`src/hdl/ptfg_pkg.sv`:
```
// Package for the PRBS test frame generator: constants, the sequencer state type,
// the structs passed between modules and the small helper functions.
// No dependencies.
`timescale 1ns / 1ps

package ptfg_pkg;

  localparam int MAX_FRAME_WORDS = 64;
  localparam int MIN_FRAME_WORDS = 2;
  localparam int HEADER_BYTES    = 12;

  localparam logic [31:0] SEED_XOR      = 32'h9E37_79B9;
  localparam logic [31:0] SEED_ZERO_SUB = 32'hDEAD_BEEF;
  localparam logic [31:0] TAIL_CONST    = 32'h5447_4E21;
  localparam logic [7:0]  MAGIC0        = 8'h51;
  localparam logic [7:0]  MAGIC1        = 8'h4B;

  localparam logic [6:0] FRAME_WORDS_RESET = 7'd16;

  typedef enum logic [1:0] {
    ST_IDLE,
    ST_BUILD,
    ST_EMIT
  } seq_state_t;

  // Control from the sequencer to the generator.
  typedef struct packed {
    logic        load;
    logic        step;
    logic [31:0] seed;
  } prng_ctrl_t;

  // One finished frame word handed to the output register.
  typedef struct packed {
    logic        valid;
    logic [63:0] data;
    logic [5:0]  index;
    logic        last;
  } word_push_t;

  // One xorshift32 step with shifts 13, 17 and 5.
  function automatic logic [31:0] xorshift32(input logic [31:0] x);
    logic [31:0] a;
    logic [31:0] b;
    a = x ^ (x << 13);
    b = a ^ (a >> 17);
    return b ^ (b << 5);
  endfunction

  // Frame length as used: below two words is two, above the maximum is the maximum.
  function automatic logic [6:0] used_words(input logic [6:0] raw);
    logic [6:0] w;
    if (raw < 7'(MIN_FRAME_WORDS)) begin
      w = 7'(MIN_FRAME_WORDS);
    end else if (raw > 7'(MAX_FRAME_WORDS)) begin
      w = 7'(MAX_FRAME_WORDS);
    end else begin
      w = raw;
    end
    return w;
  endfunction

  // Header byte at offset pos (0 to 11); other offsets give zero.
  function automatic logic [7:0] header_byte(input logic [3:0] pos,
                                             input logic [31:0] seq,
                                             input logic [8:0] fill);
    logic [7:0] b;
    unique case (pos)
      4'd0:    b = MAGIC0;
      4'd1:    b = MAGIC1;
      4'd2:    b = fill[7:0];
      4'd3:    b = {7'd0, fill[8]};
      4'd4:    b = seq[7:0];
      4'd5:    b = seq[15:8];
      4'd6:    b = seq[23:16];
      4'd7:    b = seq[31:24];
      4'd8:    b = TAIL_CONST[7:0];
      4'd9:    b = TAIL_CONST[15:8];
      4'd10:   b = TAIL_CONST[23:16];
      4'd11:   b = TAIL_CONST[31:24];
      default: b = 8'd0;
    endcase
    return b;
  endfunction

endpackage

```
`src/hdl/ptfg_prng.sv`:
```
// Shared xorshift32 payload generator: one state register, one step per cycle while ctrl.step is set.
// Depends on ptfg_pkg.
`timescale 1ns / 1ps

module ptfg_prng (
  input  logic                  clk,
  input  ptfg_pkg::prng_ctrl_t  ctrl,
  output logic [7:0]            rand_byte
);

  logic [31:0] x;
  logic [31:0] x_step;
  logic [31:0] seed_mix;

  assign x_step    = ptfg_pkg::xorshift32(x);
  assign seed_mix  = ctrl.seed ^ ptfg_pkg::SEED_XOR;
  // The byte of a step is the low byte of the state after that step.
  assign rand_byte = x_step[7:0];

  always_ff @(posedge clk) begin
    if (ctrl.load) begin
      x <= (seed_mix == 32'd0) ? ptfg_pkg::SEED_ZERO_SUB : seed_mix;
    end else if (ctrl.step) begin
      x <= x_step;
    end
  end

endmodule

```
`src/hdl/ptfg_seq.sv`:
```
// Frame sequencer: walks the frame one byte per cycle while building, assembles 8-byte words
// and hands each finished word to the output register once it is free. Depends on ptfg_pkg.
`timescale 1ns / 1ps

module ptfg_seq (
  input  logic                  clk,
  input  logic                  rst,
  input  logic                  in_valid,
  output logic                  in_ready,
  input  logic [31:0]           in_seq,
  input  logic [15:0]           in_fill,
  input  logic [6:0]            frame_words,
  input  logic                  out_free,
  output ptfg_pkg::word_push_t  push,
  output ptfg_pkg::prng_ctrl_t  prng_ctrl,
  input  logic [7:0]            rand_byte
);

  ptfg_pkg::seq_state_t state, state_next;

  logic [8:0]  pos, pos_next;
  logic [9:0]  pay_end, pay_end_next;
  logic [6:0]  words, words_next;
  logic [31:0] seq_r, seq_r_next;
  logic [8:0]  fill_r, fill_r_next;
  logic [63:0] word, word_next;
  logic [5:0]  widx, widx_next;

  logic [6:0]  words_c;
  logic [9:0]  room_c;
  logic [8:0]  fill_c;
  logic [7:0]  cur_byte;
  logic        is_last;

  assign words_c = ptfg_pkg::used_words(frame_words);
  assign room_c  = {words_c, 3'b000} - 10'(ptfg_pkg::HEADER_BYTES);
  assign fill_c  = ({6'd0, room_c} < in_fill) ? room_c[8:0] : in_fill[8:0];
  assign is_last = ({1'b0, widx} == (words - 7'd1));

  always_ff @(posedge clk) begin
    if (rst) begin
      state <= ptfg_pkg::ST_IDLE;
    end else begin
      state <= state_next;
    end
  end

  always_ff @(posedge clk) begin
    pos     <= pos_next;
    pay_end <= pay_end_next;
    words   <= words_next;
    seq_r   <= seq_r_next;
    fill_r  <= fill_r_next;
    word    <= word_next;
    widx    <= widx_next;
  end

  always_comb begin
    state_next     = state;
    pos_next       = pos;
    pay_end_next   = pay_end;
    words_next     = words;
    seq_r_next     = seq_r;
    fill_r_next    = fill_r;
    word_next      = word;
    widx_next      = widx;
    in_ready       = 1'b0;
    prng_ctrl.load = 1'b0;
    prng_ctrl.step = 1'b0;
    prng_ctrl.seed = in_seq;
    push.valid     = 1'b0;
    push.data      = word;
    push.index     = widx;
    push.last      = is_last;
    cur_byte       = 8'd0;

    unique case (state)
      ptfg_pkg::ST_IDLE: begin
        in_ready = 1'b1;
        if (in_valid) begin
          prng_ctrl.load = 1'b1;
          pos_next       = 9'd0;
          widx_next      = 6'd0;
          words_next     = words_c;
          seq_r_next     = in_seq;
          fill_r_next    = fill_c;
          pay_end_next   = {1'b0, fill_c} + 10'(ptfg_pkg::HEADER_BYTES);
          state_next     = ptfg_pkg::ST_BUILD;
        end
      end
      ptfg_pkg::ST_BUILD: begin
        if (pos < 9'(ptfg_pkg::HEADER_BYTES)) begin
          cur_byte = ptfg_pkg::header_byte(pos[3:0], seq_r, fill_r);
        end else if ({1'b0, pos} < pay_end) begin
          cur_byte       = rand_byte;
          prng_ctrl.step = 1'b1;
        end
        word_next = {cur_byte, word[63:8]};
        pos_next  = pos + 9'd1;
        if (pos[2:0] == 3'd7) begin
          state_next = ptfg_pkg::ST_EMIT;
        end
      end
      ptfg_pkg::ST_EMIT: begin
        if (out_free) begin
          push.valid = 1'b1;
          widx_next  = widx + 6'd1;
          state_next = is_last ? ptfg_pkg::ST_IDLE : ptfg_pkg::ST_BUILD;
        end
      end
      default: begin
        state_next = ptfg_pkg::ST_IDLE;
      end
    endcase
  end

endmodule

```
`src/hdl/prbs_test_frame_generator.sv`:
```
// Top level of the PRBS test frame generator: configuration register, output
// register and the sequencer with its shared payload generator.
// Depends on ptfg_pkg, ptfg_prng and ptfg_seq.
`timescale 1ns / 1ps

// Usage
// A request transaction on the s_ channel carries a sequence number and a payload
// fill length. The block answers with one test frame on the m_ channel: the clamped
// frame_words transactions of eight bytes each, the byte at the lowest offset in bits
// 7..0, the final word marked by m_tlast. The frame starts with a 12-byte header,
// then the clamped number of xorshift32 payload bytes, then zero padding.
// The frame length register is written through cfg_valid/cfg_data, which is always
// ready; writes are meant for idle periods and take effect on the next request.
// Timing: the sequencer builds one byte per cycle in its build state, then hands each
// finished word to the output register in its emit state, which waits while the
// register is full; m_tvalid is registered and rises once the first word is handed over.
// The byte-at-a-time walk through the single xorshift32 step unit sets this pace.
// s_tready is high only while no frame is being built. A new request may be taken
// while the final word still waits in the output register.
// When the receiver stalls, the finished word waits in the output register and the
// sequencer holds the next word until the register frees up; nothing is dropped.
// Reset (rst, synchronous) returns the frame length to 16 words, empties the output
// register and returns the sequencer to idle.

module prbs_test_frame_generator (
  input  logic        clk,
  input  logic        rst,
  // Request channel.
  input  logic        s_tvalid,
  output logic        s_tready,
  input  logic [47:0] s_tdata,   // [31:0] seq, [47:32] fill
  // Frame word channel.
  output logic        m_tvalid,
  input  logic        m_tready,
  output logic [71:0] m_tdata,   // [63:0] frame_word, [69:64] word_index, [71:70] zero
  output logic        m_tlast,   // last
  // Frame length register.
  input  logic        cfg_valid,
  output logic        cfg_ready,
  input  logic [6:0]  cfg_data   // frame_words
);

  logic [6:0]  frame_words;
  logic        out_free;
  logic [63:0] out_word;
  logic [5:0]  out_index;

  ptfg_pkg::word_push_t push;
  ptfg_pkg::prng_ctrl_t prng_ctrl;
  logic [7:0]           rand_byte;

  assign cfg_ready = 1'b1;

  // The register keeps the raw bits; the sequencer clamps them per frame.
  always_ff @(posedge clk) begin
    if (rst) begin
      frame_words <= ptfg_pkg::FRAME_WORDS_RESET;
    end else if (cfg_valid && cfg_ready) begin
      frame_words <= cfg_data;
    end
  end

  // Output register: free when empty or being drained this cycle.
  assign out_free = !m_tvalid || m_tready;

  always_ff @(posedge clk) begin
    if (rst) begin
      m_tvalid <= 1'b0;
    end else if (out_free) begin
      m_tvalid <= push.valid;
    end
  end

  always_ff @(posedge clk) begin
    if (out_free && push.valid) begin
      out_word  <= push.data;
      out_index <= push.index;
      m_tlast   <= push.last;
    end
  end

  assign m_tdata = {2'b00, out_index, out_word};

  ptfg_seq u_seq (
    .clk         (clk),
    .rst         (rst),
    .in_valid    (s_tvalid),
    .in_ready    (s_tready),
    .in_seq      (s_tdata[31:0]),
    .in_fill     (s_tdata[47:32]),
    .frame_words (frame_words),
    .out_free    (out_free),
    .push        (push),
    .prng_ctrl   (prng_ctrl),
    .rand_byte   (rand_byte)
  );

  ptfg_prng u_prng (
    .clk       (clk),
    .ctrl      (prng_ctrl),
    .rand_byte (rand_byte)
  );

  // A new request is never taken in the cycle right after one was taken.
  a_busy_after_accept: assert property (@(posedge clk) disable iff (rst)
    s_tvalid && s_tready |=> !s_tready)
    else $error("request accepted while a frame was in progress");

  // The sequencer only hands over a word when the output register can take it.
  a_no_overwrite: assert property (@(posedge clk) disable iff (rst)
    !(push.valid && m_tvalid && !m_tready))
    else $error("word pushed into a full output register");

  // Every first word of a frame starts with the two magic bytes.
  a_magic: assert property (@(posedge clk) disable iff (rst)
    m_tvalid && (out_index == 6'd0) |->
      (out_word[7:0] == ptfg_pkg::MAGIC0) && (out_word[15:8] == ptfg_pkg::MAGIC1))
    else $error("first frame word lacks the magic bytes");

  // While idle, the output register is empty or holds the final word of a frame.
  a_idle_tail: assert property (@(posedge clk) disable iff (rst)
    s_tready |-> !m_tvalid || m_tlast)
    else $error("sequencer idle in the middle of a frame");

endmodule
```
`config.mk`:
```
export PLATFORM = sky130hd
export DESIGN_NAME = prbs_test_frame_generator
export DESIGN_NICKNAME = d
export VERILOG_FILES = /design/src/hdl/ptfg_pkg.sv /design/src/hdl/ptfg_prng.sv /design/src/hdl/ptfg_seq.sv /design/src/hdl/prbs_test_frame_generator.sv
export SDC_FILE = /design/constraint.sdc
export NUM_CORES = 1
export LEC_CHECK = 0
export BUFFER_PORTS_ARGS = -buffer_cell sky130_fd_sc_hd__buf_2
export CAP_MARGIN = 20
export CORE_MARGIN = 2
export CORE_UTILIZATION = 60
export CTS_BUF_LIST = sky130_fd_sc_hd__clkbuf_16
export CTS_CLUSTER_SIZE = 20
export DETAILED_ROUTE_END_ITERATION = 12
export PLACE_DENSITY = 0.88
export SETUP_SLACK_MARGIN = 0.1
export SLEW_MARGIN = 0
export SYNTH_ARGS = -nofsm -noshare
export SYNTH_HDL_FRONTEND = slang
export SYNTH_SLANG_ARGS = --single-unit
```
`constraint.sdc`:
```
create_clock -name clk -period 15.26 [get_ports clk]
set_input_delay 3.815 -clock clk [delete_from_list [all_inputs] [get_ports clk]]
set_output_delay 3.815 -clock clk [all_outputs]
set_load 0.005 [all_outputs]
```
## After elaboration in Yosys (flattened, before gate mapping)

Cells that the tools add are included.

| word-level totals | value |
|---|---|
| output and inout port bits | 76 |
| word-level logic and storage cells | 86 |
| bits in registers | 250 |
| input port bits | 60 |

| cells by class | value |
|---|---|
| bitwise logic cells | 4 |
| equal/unequal tests | 18 |
| order comparisons | 5 |
| add/sub/neg operators | 5 |
| reduce and logical (&&, ||, !) cells | 13 |
| multiplexer cells | 27 |

Operators with widths:

| cell | count |
|---|---|
| 32-bit two-way mux | 3 |
| 8-bit one-hot mux with 12 select lines | 1 |
| 32-bit bitwise XOR | 2 |
| 32-bit logical NOT | 1 |
| 32-bit by 15-bit bitwise XOR with 32-bit output | 1 |
| 20-bit NOT | 1 |
| 9-bit two-way mux | 2 |
| 9-bit one-hot mux with 2 select lines | 1 |
| 4-bit by 3-bit equality test with 1-bit output, second input constant | 4 |
| 4-bit equality test, second input constant | 4 |
| 10-bit by 16-bit < comparator with 1-bit output | 1 |
| 8-bit two-way mux | 2 |
| 7-bit two-way mux | 2 |
| 6-bit two-way mux | 2 |
| 6-bit one-hot mux with 2 select lines | 1 |
| 9-bit by 4-bit adder with 10-bit output, second input constant | 1 |
| 9-bit by 10-bit < comparator with 1-bit output | 1 |
| 10-bit by 4-bit subtractor with 10-bit output, second input constant | 1 |
| 9-bit by 1-bit adder with 9-bit output, second input constant | 1 |
| 9-bit by 4-bit < comparator with 1-bit output, second input constant | 1 |
| 1-bit two-way mux | 9 |
| 4-bit by 2-bit equality test with 1-bit output, second input constant | 2 |
| 6-bit by 7-bit equality test with 1-bit output | 1 |
| 7-bit greater-than comparator, second input constant | 1 |
| 19 further kinds | 26 |

## Logic depth before layout (Yosys ltp)

Gate-level depths: netlist (run 1).

| logic depth | value |
|---|---|
| word-level depth | 7 |
| gate-level depth with buffers | 17 |
| gate-level depth less buffers | 16 |

## By module

From an unflattened synthesis (run 1), not the netlist that was laid out.

| unflattened totals | value |
|---|---|
| cell total of the unflattened synthesis | 764 |
| area, all modules | 10915.5 µm² |

By module, submodules not included:

| module | instances | cells an instance | sequential area each (µm²) | area an instance (µm²) |
|---|---|---|---|---|
| ptfg_seq | 1 | 475 | 4093.9 | 6284.8 |
| prbs_test_frame_generator | 1 | 104 | 2292.2 | 2459.9 |
| ptfg_prng | 1 | 185 | 960.9 | 2170.8 |

## Worst setup path after synthesis (run 1)

No wires, ideal clock.

| path | value |
|---|---|
| path type | input-to-reg |
| start | input port m_tready |
| end | register u_seq.state[0] |
| setup slack | 7.714 ns |
| path buffers | 0 |
| required time | 15.181 ns |
| arrival | 7.466 ns |
| stages | 4 |
| library setup time | 0.079 ns |
| cell sequence | nor2b_1 > nor2_1 > o21ai_0 > a21oi_1 |

| on the way | value |
|---|---|
| longest elaborated chain between the ends | 3 |

RTL lines:

| item | RTL line | source |
|---|---|---|
| from (decl) | prbs_test_frame_generator.sv:34 | `input logic m_tready,` |
| 1-bit logical OR | prbs_test_frame_generator.sv:64 | `assign out_free = !m_tvalid \|\| m_tready;` |
| 2-bit != test (no source line) | -- |  |
| 3-bit AND reduction (no source line) | -- |  |
| to (signal assigned) | ptfg_seq.sv:42 | `state <= ptfg_pkg::ST_IDLE;` |
| to (signal assigned) | ptfg_seq.sv:44 | `state <= state_next;` |
| to (decl) | ptfg_seq.sv:19 | `ptfg_pkg::seq_state_t state, state_next;` |

No other way between the ends.
A chain may end at the register's enable or synchronous reset.

## Final worst setup path (run 1)

| path | value |
|---|---|
| start | input port s_tdata[40] |
| end | register u_seq.pay_end[8] (data pin) |

| on the way | value |
|---|---|
| longest elaborated chain between the ends | 3 |

RTL lines:

| item | RTL line | source |
|---|---|---|
| from (decl) | prbs_test_frame_generator.sv:31 | `input logic [47:0] s_tdata,` |
| 10-bit by 16-bit < comparator with 1-bit output | ptfg_seq.sv:37 | `assign fill_c = ({6'd0, room_c} < in_fill) ? room_c[8:0] : in_fill[8:0];` |
| 9-bit two-way mux (*) | ptfg_seq.sv:37 |  |
| 9-bit by 4-bit adder with 10-bit output (*) | ptfg_seq.sv:87 | `pay_end_next = {1'b0, fill_c} + 10'(ptfg_pkg::HEADER_BYTES);` |
| to (signal assigned) | ptfg_seq.sv:50 | `pay_end <= pay_end_next;` |
| to (decl) | ptfg_seq.sv:22 | `logic [9:0] pay_end, pay_end_next;` |

Every way passes the cells marked *; elsewhere a longest branch is shown, timed or not.

==> flow_summary.ini, run 1 <==
[logic_synthesis]
synth_edf_count = 238
syn_area_sq_um = 10410
synthCells = 709
syn-mean-instance-area_sq_um = 14.69
synth-main-ff-cell = sky130_fd_sc_hd__edfxtp_1
ys_warn_count = 0
synth.yosys.seq_area_share_pct = 70.56
synthDistinctLibCells = 61
ys_async_sr_fraction_pct = 0
synth_seq_cells = 248

[detailed_routing]
route.detailed.wl_per_inst_microns = 18.18
drt_pre_antenna_iters = 5
finalWirelength_microns = 19840
routed-via-count = 6180
drcViolationCount = 0
antenna_left = 0
route.detailed.vias_per_inst = 5.665
drt_iter0_drc = 545

[timing]
rsz_0062_raised_after_global_routing = no
fin_skew_ns = 0.01552
final.min_clock_period_ns = 6.366
setup-violations-final = 0
timing.fmax_ghz = 0.1571
timing_worst_slew_pin_value_ns = 0.9839
timing.setup.tns_ns = 0
fin_hold_ws_ns = 0.4195
slew_viol_final = 0
timing.slew.headroom_pct = 34.41
report.final.hold_viol_count = 0
finalCritPeriodShare_pct = 41.71
layout_setup_ws_ns = 8.894

[layout]
final.fill_count = 1130
multi_input_comb_area_sq_um = 2833
final_cell_mix = sky130_fd_sc_hd__edfxtp_1 (238), sky130_fd_sc_hd__buf_2 (132), sky130_fd_sc_hd__nor2_1 (62)
layout.area.seq_sq_um = 7347
antennaDiodeCount = 0
final_core_util_pct = 70.63
nNetsFinal = 933
layout.cells.most_common = sky130_fd_sc_hd__edfxtp_1
areaGrowthSynthToFinish_pct = 16.10
layout_cells_sized_above_1_pct = 20.67

[placed_design]
numPortBuffers = 132
globalplace.congestion = 0.8870
pre_cts_ws_ns = 8.380
detailedPlacementHpwl_microns = 13650

[setup_path]
worst_ep_arrival_time_ns = 6.59
crit_required_ns = 15.48
cp_cell_sequence = buf_2 -> inv_1 -> ha_1 -> a211oi_1 -> nand2_1 -> o211ai_4 -> nand2_1 -> o21a_1 -> ha_1 -> nor3_1 -> nand3_1 -> xnor2_1 -> mux2i_1
critPathCaptureType = register
cp.buffers_inverters = 2
setup.worst_path.start_class = input pin
cpMaxStageDelayCell = sky130_fd_sc_hd__o211ai_4
timing.critical_path.slowest_cell_delay_ns = 0.56
worst_setup_path_category = in2reg
crit_fanout = 22
path_delay_family = compound AO/OA/AOI/OAI gates

[clock_network]
cts_hold_buf = 0
clock_latency_ns = 0.50
cts_resized = 0
cts_buffer_depth = 3
cts.root.buffer_cell = sky130_fd_sc_hd__clkbuf_16
post_cts_buffers = 0
cts_tree = yes
clock_sink_count = 248
cts_max_level = 1
cts_inserted_buffers = 25
cts.reportedPaths.clkPinSlew_ns = 0.05

[floorplanning]
io_pins = 136
die-height_microns = 135.7
row_count = 48
design.die.area_sq_um = 18420
design.core.area_sq_um = 17120
floorplan.initialDensity_pct = 60.83
floorplan.die.width_microns = 135.7

[global_route]
number_of_antenna_violations_at_the_first_check_in_global_routing = 0
number_of_global_route_vias_before_repair = 5922
grt_max_degree = 90
grt_pass1_wl_microns = 30660
grt_util_all_layers_pct = 21.68
globalRouteOverflowTotal = 0

[run_status]
result_of_the_run = complete, no violations

[min_path]
holdCritPathClass = reg2reg

[power]
net-switching-power_w = 0.0006347
total_leakage_power_nw = 4.509
p_total_w = 0.002165
power.density_cell_area_nw_per_um2 = 179.1
power.switching_fraction_pct = 29.31
power.sequential.fraction_pct = 44.7
internal_power_w = 0.001531
power.share.combinational_pct = 28.8
clkPwrFrac_pct = 26.5
power.ir.vdd_worst_mv = 0.1669

[flow_run]
cap_viol_max_count = 0
layer usage:
layer	part of all wire, %	global-route usage, %	vias up
met5	0	0	-
met4	2.1	6.192	0
met3	8.7	4.639	33
met2	48	35.10	291
met1	41	30.08	2937
li1	-	-	2919
synthesized netlist by cell type, types with 2 or more instances:
library cell,n,share of area (%)
sky130_fd_sc_hd__nand3_1,7,0.34
sky130_fd_sc_hd__a22oi_1,25,1.8
sky130_fd_sc_hd__edfxtp_1,238,69
sky130_fd_sc_hd__nor4_1,4,0.24
sky130_fd_sc_hd__a21oi_1,32,1.5
sky130_fd_sc_hd__nor2_1,63,2.3
sky130_fd_sc_hd__nor3_1,6,0.29
sky130_fd_sc_hd__o21ai_0,19,0.91
sky130_fd_sc_hd__and2_1,3,0.18
sky130_fd_sc_hd__a31oi_1,11,0.66
sky130_fd_sc_hd__nor4b_1,2,0.17
sky130_fd_sc_hd__buf_4,3,0.22
sky130_fd_sc_hd__mux2i_1,10,0.96
sky130_fd_sc_hd__xnor2_1,58,4.9
sky130_fd_sc_hd__nand4_1,4,0.24
sky130_fd_sc_hd__or4_1,2,0.14
sky130_fd_sc_hd__nand4b_1,5,0.42
sky130_fd_sc_hd__and3_1,5,0.30
sky130_fd_sc_hd__inv_1,34,1.2
sky130_fd_sc_hd__nand2_1,23,0.83
sky130_fd_sc_hd__nand2b_1,7,0.42
sky130_fd_sc_hd__a211oi_1,4,0.29
sky130_fd_sc_hd__nor2b_1,8,0.48
sky130_fd_sc_hd__o21a_1,2,0.14
sky130_fd_sc_hd__clkbuf_1,22,0.79
sky130_fd_sc_hd__ha_1,24,2.9
sky130_fd_sc_hd__conb_1,2,0.072
sky130_fd_sc_hd__a211o_1,4,0.34
sky130_fd_sc_hd__xor2_1,31,2.6
sky130_fd_sc_hd__or4bb_1,2,0.22
sky130_fd_sc_hd__o22ai_1,9,0.54
sky130_fd_sc_hd__buf_1,2,0.072
sky130_fd_sc_hd__dfxtp_1,10,1.9
cell type report:
| cell class | instances | area share, % |
|---|---|---|
| Sequential cell | 248 | 60.77 |
| Timing Repair Buffer | 139 | 5.961 |
| Clock inverter | 19 | 1.273 |
| Inverter | 34 | 1.056 |
| Tap cell | 225 | 2.329 |
| Clock buffer | 25 | 5.175 |
| Multi-Input combinational cell | 401 | 23.43 |
final timing paths:
| kind | start | cells past startpoint | slack (ns) | end |
|---|---|---|---|---|
| setup reg to reg | frame_words[3]$_SDFFE_PP0P_ | 16 | 10.53 | u_seq.pay_end[8]$_DFFE_PP_ |
| hold reg to reg | u_seq.word[7]$_DFFE_PP_ | 0 | 0.42 | out_word[7]$_DFFE_PP_ |
| setup / recovery | s_tdata[40] | 13 | 8.89 | u_seq.pay_end[8]$_DFFE_PP_ |
| hold / removal | u_seq.word[7]$_DFFE_PP_ | 0 | 0.42 | out_word[7]$_DFFE_PP_ |
kinds of logic after synthesis:
family	share of synthesized area [%]
flops	70.56
fa+ha+maj	2.884
xor+xnor	7.714
buf+inv	2.415
simple gates	7.126
mux	1.346
compound gates	7.883
other cells	0.07212
sequential cells by signal, indices dropped and copies added, names as in the netlist:
signal	cells
m_tlast	1
u_seq.seq_r	32
u_seq.fill_r	9
u_seq.pos	9
u_seq.widx	6
out_index	6
u_seq.pay_end	8
out_word	64
u_seq.words	7
m_tvalid	1
u_prng.x	32
u_seq.state	2
frame_words	7
u_seq.word	64
per-stage QoR:
step           cell area, sq um  cells
6_report                  12090   1091
5_1_grt                   12090   1091
4_1_cts                   12070   1090
3_5_place_dp              11290   1046
3_3_place_gp              11290   1046
2_1_floorplan             10420    711
power by group through the flow:
stage	sequential [W]	combinational, W	clock (W)
6_report	0.000968	0.000624	0.000573
4_1_cts	0.000968	0.000621	0.000585
5_1_grt	0.000979	0.000684	0.000610
3_5_place_dp	0.000981	0.000614	0
3_3_place_gp	0.000974	0.000602	0
2_1_floorplan	0.000962	0.000490	0
Power figures use the tool's default switching activity.
==> inputs of run 2 (changes only) <==
--- a/config.mk
+++ b/config.mk
@@ -8,11 +8,11 @@
 export BUFFER_PORTS_ARGS = -buffer_cell sky130_fd_sc_hd__buf_2
 export CAP_MARGIN = 20
 export CORE_MARGIN = 2
-export CORE_UTILIZATION = 60
+export CORE_UTILIZATION = 58
 export CTS_BUF_LIST = sky130_fd_sc_hd__clkbuf_16
 export CTS_CLUSTER_SIZE = 20
 export DETAILED_ROUTE_END_ITERATION = 12
-export PLACE_DENSITY = 0.88
+export PLACE_DENSITY = 0.86
 export SETUP_SLACK_MARGIN = 0.1
 export SLEW_MARGIN = 0
 export SYNTH_ARGS = -nofsm -noshare
==> constraint.sdc (replaced) <==
create_clock -name clk -period 6 [get_ports clk]
set_input_delay 1.5 -clock clk [delete_from_list [all_inputs] [get_ports clk]]
set_output_delay 1.5 -clock clk [all_outputs]
set_load 0.005 [all_outputs]
==> run 2 against run 1 <==
Design area down 0.35%. Combinational power grew to 2.6 times the previous value. Sequential power rose to 2.5 times the previous value. Register-to-register slack lost 9.1 ns. Worst hold slack worse by 0.0016 ns. Cell count rose by 0.18%. Clock skew about the same. Non-clock buffer count unchanged. Worst setup slack worse by 7.5 ns. Utilization decreased by 1.5 points. Highest routed layer unchanged.
==> flow_summary.ini, run 2 (synthesis gave the netlist of run 1 again) <==
[global_route]
grt.met3_usage_pct = 3.911
grt_pass1_wl_microns = 30910
grt_max_degree = 54
groute.layer.met1.usage_pct = 29.79
grt_use_met2_pct = 33.94
grt-busiest-layer = met2
number_of_global_route_vias_before_repair = 5956
grt_util_all_layers_pct = 21.17
globalRouteOverflowTotal = 0
number_of_antenna_violations_at_the_first_check_in_global_routing = 0

[timing]
setup-violations-final = 0
timing.setup.tns_ns = 0
rsz_0062_raised_after_global_routing = no
report.final.hold_viol_count = 0
slew_viol_final = 0
final.min_clock_period_ns = 4.620
fin_skew_ns = 0.01583
timing.fmax_ghz = 0.2165
finalCritPeriodShare_pct = 77.00
timing_worst_slew_pin_value_ns = 0.9624
timing.slew.headroom_pct = 35.74

[setup_path]
worst_setup_path_category = reg2reg
critPathLaunch = frame_words[3]$_SDFFE_PP0P_
path_delay_family = compound AO/OA/AOI/OAI gates
timing.rr.end = u_seq.pay_end[8]$_DFFE_PP_
crit_reg_reg_startpoint = frame_words[3]$_SDFFE_PP0P_
critPathCaptureType = register
cp_cell_sequence = nor4_1 -> o21bai_1 -> ha_1 -> nor4b_1 -> a221o_1 -> ha_1 -> a211oi_1 -> nand2_1 -> o211ai_4 -> nand2_1 -> o21a_1 -> ha_1 -> nor3_1 -> nand3_1 -> xnor2_1 -> mux2i_1
crit_required_ns = 6.24
r2r_worst_path_depth = 16
cp.buffers_inverters = 0
crit_fanout = 22
timing.critical_path.slowest_cell_delay_ns = 0.57
setup.worst_path.start_class = register
crit_path_frequent_cell = sky130_fd_sc_hd__ha_1
cpMaxStageDelayCell = sky130_fd_sc_hd__o211ai_4
worst_ep_arrival_time_ns = 4.86
worst-r2r-setup-slack_ns = 1.38

[detailed_routing]
drcViolationCount = 0
routed-via-count = 6266
drt_iter0_drc = 560
route.detailed.wl_per_inst_microns = 18.23
finalWirelength_microns = 19930
route.detailed.vias_per_inst = 5.733
drt_pre_antenna_iters = 5
antenna_left = 0

[layout]
antennaDiodeCount = 0
areaGrowthSynthToFinish_pct = 15.69
layout_cells_sized_above_1_pct = 21.08
largest_registers = out_word (64), u_seq.word (64)
nNetsFinal = 933
layout.cells.most_common = sky130_fd_sc_hd__edfxtp_1
final_core_util_pct = 69.17
final_cell_mix = sky130_fd_sc_hd__edfxtp_1 (238), sky130_fd_sc_hd__buf_2 (132), sky130_fd_sc_hd__nor2_1 (62)

[clock_network]
cts.root.buffer_cell = sky130_fd_sc_hd__clkbuf_16
clock_sink_count = 248
cts_resized = 0
cts_hold_buf = 0
post_cts_buffers = 0
cts.reportedPaths.clkPinSlew_ns = 0.06
cts_inserted_buffers = 25
cts_buffer_depth = 3
cts_tree = yes
clock_latency_ns = 0.51
cts_max_level = 1

[floorplanning]
design.core.area_sq_um = 17420
floorplan.initialDensity_pct = 59.78
floorplan.die.width_microns = 138.0
row_count = 48
die-height_microns = 138.0
io_pins = 136
design.die.area_sq_um = 19040

[min_path]
worstHoldPathCells = 0
hold_startpoint = u_seq.word[2]$_DFFE_PP_
holdCritPathClass = reg2reg
hold-path-endpoint = out_word[2]$_DFFE_PP_

[placed_design]
globalplace.congestion = 0.8842
detailedPlacementHpwl_microns = 13570
numPortBuffers = 132

[power]
power.density_cell_area_nw_per_um2 = 449.9
p_total_w = 0.005419
power.ir.vdd_worst_mv = 0.5189
total_leakage_power_nw = 4.499

[run_status]
result_of_the_run = complete, no violations

[flow_run]
cap_viol_max_count = 0
[run 2: cell types whose count changed in the layout (fill, tap and decap cells not counted)]
cell / previous run / this run
sky130_fd_sc_hd__clkinv_1: 6 / 3
sky130_fd_sc_hd__buf_4: 6 / 5
sky130_fd_sc_hd__clkinv_2: 0 / 5
sky130_fd_sc_hd__inv_1: 41 / 42
sky130_fd_sc_hd__clkinv_4: 0 / 1
sky130_fd_sc_hd__inv_6: 0 / 1
sky130_fd_sc_hd__buf_12: 0 / 1
sky130_fd_sc_hd__bufinv_16: 3 / 0
[run 2: worst reg2reg max path: cells and delay by family, from the launching register on]
family	cells	cell delay (ns)
xor+xnor	1	0.14
flops	1	0.36
fa+ha+maj	3	0.75
compound gates	5	1.74
mux	1	0.08
simple gates	6	1.28
[run 2: how the worst max path moves through the flow]
stage | cells past startpoint | endpoint
after floorplan | 4 | u_seq.state[0]$_SDFFE_PP0P_
after global placement | 16 | u_seq.pay_end[8]$_DFFE_PP_
after detailed placement | 16 | u_seq.pay_end[8]$_DFFE_PP_
after CTS | 16 | u_seq.pay_end[8]$_DFFE_PP_
after global routing | 16 | u_seq.pay_end[8]$_DFFE_PP_
final | 16 | u_seq.pay_end[8]$_DFFE_PP_
[run 2: final cells by class]
class	instances	area, sq um
clock inverters	21	98.84
clock buffers	25	625.6
inverters	34	127.6
flip-flops and latches	248	7347
well taps	225	281.5
multi-input cells	401	2833
repair buffers	139	733.2
fillers	1191	5370
[run 2: through the flow]
| step | instance area (sq um) | cells | setup WS [ns] | hold slack [ns] |
|---|---|---|---|---|
| after global placement | 11310 | 1046 | 1.561 | 0.4004 |
| after global routing | 12050 | 1093 | 0.8716 | 0.4256 |
| after CTS | 12030 | 1092 | 1.354 | 0.4200 |
| final | 12050 | 1093 | 1.380 | 0.4179 |
| after detailed placement | 11310 | 1046 | 1.385 | 0.4056 |
| after floorplan | 10420 | 711 | 0.7693 | 0.4003 |
[run 2: power by group]
| group | leakage [nW] | switching (W) | internal [W] |
|---|---|---|---|
| clock network | 0.394 | 0.000597 | 0.000756 |
| registers | 2.33 | 0.000153 | 0.00230 |
| logic | 1.78 | 0.000898 | 0.000712 |
| total | 4.50 | 0.00165 | 0.00377 |
[run 2: metal layers]
metal / wire length, microns / vias to the layer above
li1: - / 2931
met1: 8490 / 3010
met2: 9374 / 283
met3: 1564 / 42
met4: 497 / 0
met5: 0 / -
==> inputs of run 3 (changes only) <==
--- a/config.mk
+++ b/config.mk
@@ -5,6 +5,7 @@
 export SDC_FILE = /design/constraint.sdc
 export NUM_CORES = 1
 export LEC_CHECK = 0
+export ABC_AREA = 1
 export BUFFER_PORTS_ARGS = -buffer_cell sky130_fd_sc_hd__buf_2
 export CAP_MARGIN = 20
 export CORE_MARGIN = 2
==> constraint.sdc (replaced) <==
create_clock -name clk -period 4.3 [get_ports clk]
set_input_delay 1.075 -clock clk [delete_from_list [all_inputs] [get_ports clk]]
set_output_delay 1.075 -clock clk [all_outputs]
set_load 0.005 [all_outputs]
==> run 3 against run 2 <==
Critical path depth up 7. Power up 37%. Clock power up 41%. Synthesized cell count up 15%. Register-to-register slack worse by 0.41 ns. Critical path type unchanged. Critical endpoint unchanged.
==> flow_summary.ini, run 3 <==
[timing]
slew_viol_final = 0
rsz_0062_raised_after_global_routing = no
finalCritPeriodShare_pct = 77.37
timing_worst_slew_pin_value_ns = 0.8962
timing.slew.headroom_pct = 40.25
timing.fmax_ghz = 0.3006
fin_hold_ws_ns = 0.4169
setup-violations-final = 0
fin_skew_ns = 0.01955
timing.setup.tns_ns = 0
report.final.hold_viol_count = 0
final.min_clock_period_ns = 3.327

[global_route]
grt_util_all_layers_pct = 20.33
grt_max_degree = 72
number_of_antenna_violations_at_the_first_check_in_global_routing = 0
number_of_global_route_vias_before_repair = 6381
grt_pass1_wl_microns = 31660
globalRouteOverflowTotal = 0

[layout]
antennaDiodeCount = 0
final.fill_count = 1315
nNetsFinal = 1052
largest_registers = out_word (64), u_seq.word (64)
post-route-cell-area_sq_um = 12260
areaGrowthSynthToFinish_pct = 15.82
layout_cells_sized_above_1_pct = 22.03
layout.cells.most_common = sky130_fd_sc_hd__edfxtp_1
final_core_util_pct = 68.24
final_cell_mix = sky130_fd_sc_hd__edfxtp_1 (238), sky130_fd_sc_hd__buf_2 (132), sky130_fd_sc_hd__nand2_1 (108)

[clock_network]
cts_resized = 0
cts.reportedPaths.clkPinSlew_ns = 0.06
clock_latency_ns = 0.52
cts_max_level = 1
cts_inserted_buffers = 25
clock_sink_count = 248
cts_buffer_depth = 3
post_cts_buffers = 0
cts.root.buffer_cell = sky130_fd_sc_hd__clkbuf_16
cts_hold_buf = 0
cts_tree = yes

[detailed_routing]
route.detailed.wl_per_inst_microns = 16.42
drt_iter0_drc = 511
route.detailed.vias_per_inst = 5.470
topRoutingLayerUsed = met4
finalWirelength_microns = 19930
wl_met1_microns = 8266
routed-via-count = 6640
antenna_left = 0
routed-wl-met3_microns = 1862
detailed_routed_wire_length_on_met2_microns = 9390
drcViolationCount = 0
drt_pre_antenna_iters = 5

[floorplanning]
design.core.area_sq_um = 17960
floorplan.die.width_microns = 139.1
design.die.area_sq_um = 19340
row_count = 49
floorplan.initialDensity_pct = 58.92
die-height_microns = 139.1
io_pins = 136

[setup_path]
crit_required_ns = 4.57
setup.worst_path.start_class = register
timing.critical_path.slowest_cell_delay_ns = 0.33
worst_ep_arrival_time_ns = 3.60
cpMaxStageDelayCell = sky130_fd_sc_hd__dfxtp_1
cp_cell_sequence = nor2_1 -> nand3_1 -> nand2_1 -> inv_1 -> ha_1 -> xor2_1 -> inv_1 -> ha_1 -> nand2_1 -> a21oi_1 -> nor2_2 -> nand2_2 -> nand2_4 -> nand2_4 -> inv_1 -> nor2_1 -> ha_1 -> inv_1 -> nand3_2 -> nor2_4 -> nand2_1 -> nand2_1 -> nand2_1
path_delay_family = simple AND/OR/NAND/NOR gates
crit_path_frequent_cell = sky130_fd_sc_hd__nand2_1
worst-r2r-setup-slack_ns = 0.97
worst_setup_path_category = reg2reg
cp.buffers_inverters = 4
crit_fanout = 13
critPathCaptureType = register

[power]
power.ir.vdd_worst_mv = 0.5948
p_total_w = 0.007432
power.density_cell_area_nw_per_um2 = 606.3
total_leakage_power_nw = 4.873

[logic_synthesis]
synthDistinctLibCells = 55
synth_edf_count = 238
yosys-top-cells-count = sky130_fd_sc_hd__edfxtp_1 (238), sky130_fd_sc_hd__nand2_1 (108), sky130_fd_sc_hd__inv_1 (83)
yosysTopAreaCellShare_pct = 67.53
synth_top_cell_by_area = sky130_fd_sc_hd__edfxtp_1
post-synth-top-count-cell = sky130_fd_sc_hd__edfxtp_1
synthCells = 812
synth.yosys.seq_area_share_pct = 69.42
ys_warn_count = 0
syn_area_sq_um = 10580
syn-mean-instance-area_sq_um = 13.03
synth-main-ff-cell = sky130_fd_sc_hd__edfxtp_1
ys_async_sr_fraction_pct = 0
synth_top_cells_by_area = sky130_fd_sc_hd__edfxtp_1 (68%), sky130_fd_sc_hd__nand2_1 (3.8%), sky130_fd_sc_hd__inv_1 (2.9%)
synth_seq_cells = 248

[flow_run]
cap_viol_max_count = 0

[placed_design]
place_area_sq_um = 11540
numPortBuffers = 132
globalplace.congestion = 0.9000
detailedPlacementHpwl_microns = 14170

[run_status]
result_of_the_run = complete, no violations

[min_path]
holdCritPathClass = reg2reg
-- run 3: cells by family (layout without fill, tap and decap cells) --
logic type / Yosys count / after routing / synth area share [%]
compound gates: 107 / 107 / 6.159
xor+xnor: 72 / 72 / 6.384
fa+ha+maj: 24 / 24 / 2.837
buf+inv: 104 / 275 / 4.019
flops: 248 / 248 / 69.42
mux: 1 / 1 / 0.09458
other cells: 2 / 4 / 0.07096
simple gates: 254 / 254 / 11.02
-- run 3: worst paths after layout --
| path | cells past startpoint | to | start |
|---|---|---|---|
| setup reg to reg | 23 | u_seq.pay_end[8]$_DFFE_PP_ | frame_words[3]$_SDFFE_PP0P_ |
| hold / removal | 0 | out_word[5]$_DFFE_PP_ | u_seq.word[5]$_DFFE_PP_ |
| setup / recovery | 23 | u_seq.pay_end[8]$_DFFE_PP_ | frame_words[3]$_SDFFE_PP0P_ |
| hold reg to reg | 0 | out_word[5]$_DFFE_PP_ | u_seq.word[5]$_DFFE_PP_ |
-- run 3: power breakdown --
part	internal (W)	switching (W)	total (W)
Sequential	0.00319	0.000206	0.00340
Combinational	0.000891	0.00124	0.00213
Clock	0.00105	0.000853	0.00191
Total	0.00514	0.00229	0.00743
-- run 3: worst register-to-register path, stage by stage, from the launching register on --
cell and delay (ns):
sky130_fd_sc_hd__dfxtp_1 0.33, sky130_fd_sc_hd__nor2_1 0.14, sky130_fd_sc_hd__nand3_1 0.11, sky130_fd_sc_hd__nand2_1 0.18, sky130_fd_sc_hd__inv_1 0.11, sky130_fd_sc_hd__ha_1 0.23
sky130_fd_sc_hd__xor2_1 0.20, sky130_fd_sc_hd__inv_1 0.06, sky130_fd_sc_hd__ha_1 0.26, sky130_fd_sc_hd__nand2_1 0.08, sky130_fd_sc_hd__a21oi_1 0.06, sky130_fd_sc_hd__nor2_2 0.09
sky130_fd_sc_hd__nand2_2 0.07, sky130_fd_sc_hd__nand2_4 0.09, sky130_fd_sc_hd__nand2_4 0.15, sky130_fd_sc_hd__inv_1 0.16, sky130_fd_sc_hd__nor2_1 0.08, sky130_fd_sc_hd__ha_1 0.20
sky130_fd_sc_hd__inv_1 0.09, sky130_fd_sc_hd__nand3_2 0.12, sky130_fd_sc_hd__nor2_4 0.12, sky130_fd_sc_hd__nand2_1 0.05, sky130_fd_sc_hd__nand2_1 0.05, sky130_fd_sc_hd__nand2_1 0.04
-- run 3: cell type report --
type / count / area, sq um / share of cell area (%)
clock buffer: 25 / 625.6 / 5.104
timing repair buffer: 141 / 728.2 / 5.941
inverter: 90 / 339.1 / 2.766
multi-input combinational: 462 / 2835 / 23.13
tap: 229 / 286.5 / 2.337
clock inverter: 19 / 96.34 / 0.7860
sequential: 248 / 7347 / 59.94
-- run 3: per-layer routing --
layer,up-vias,GRT usage (%)
met5,-,0
met4,0,5.635
met3,36,3.936
met2,319,33.47
met1,3134,28.11
li1,3151,-
-- run 3: metrics by stage --
stage | std cells | worst slack, ns
global placement | 1170 | 1.064
finish | 1214 | 0.9732
global route | 1214 | 0.6648
floorplan | 814 | 0.4039
CTS | 1214 | 0.9762
detailed placement | 1170 | 0.9771
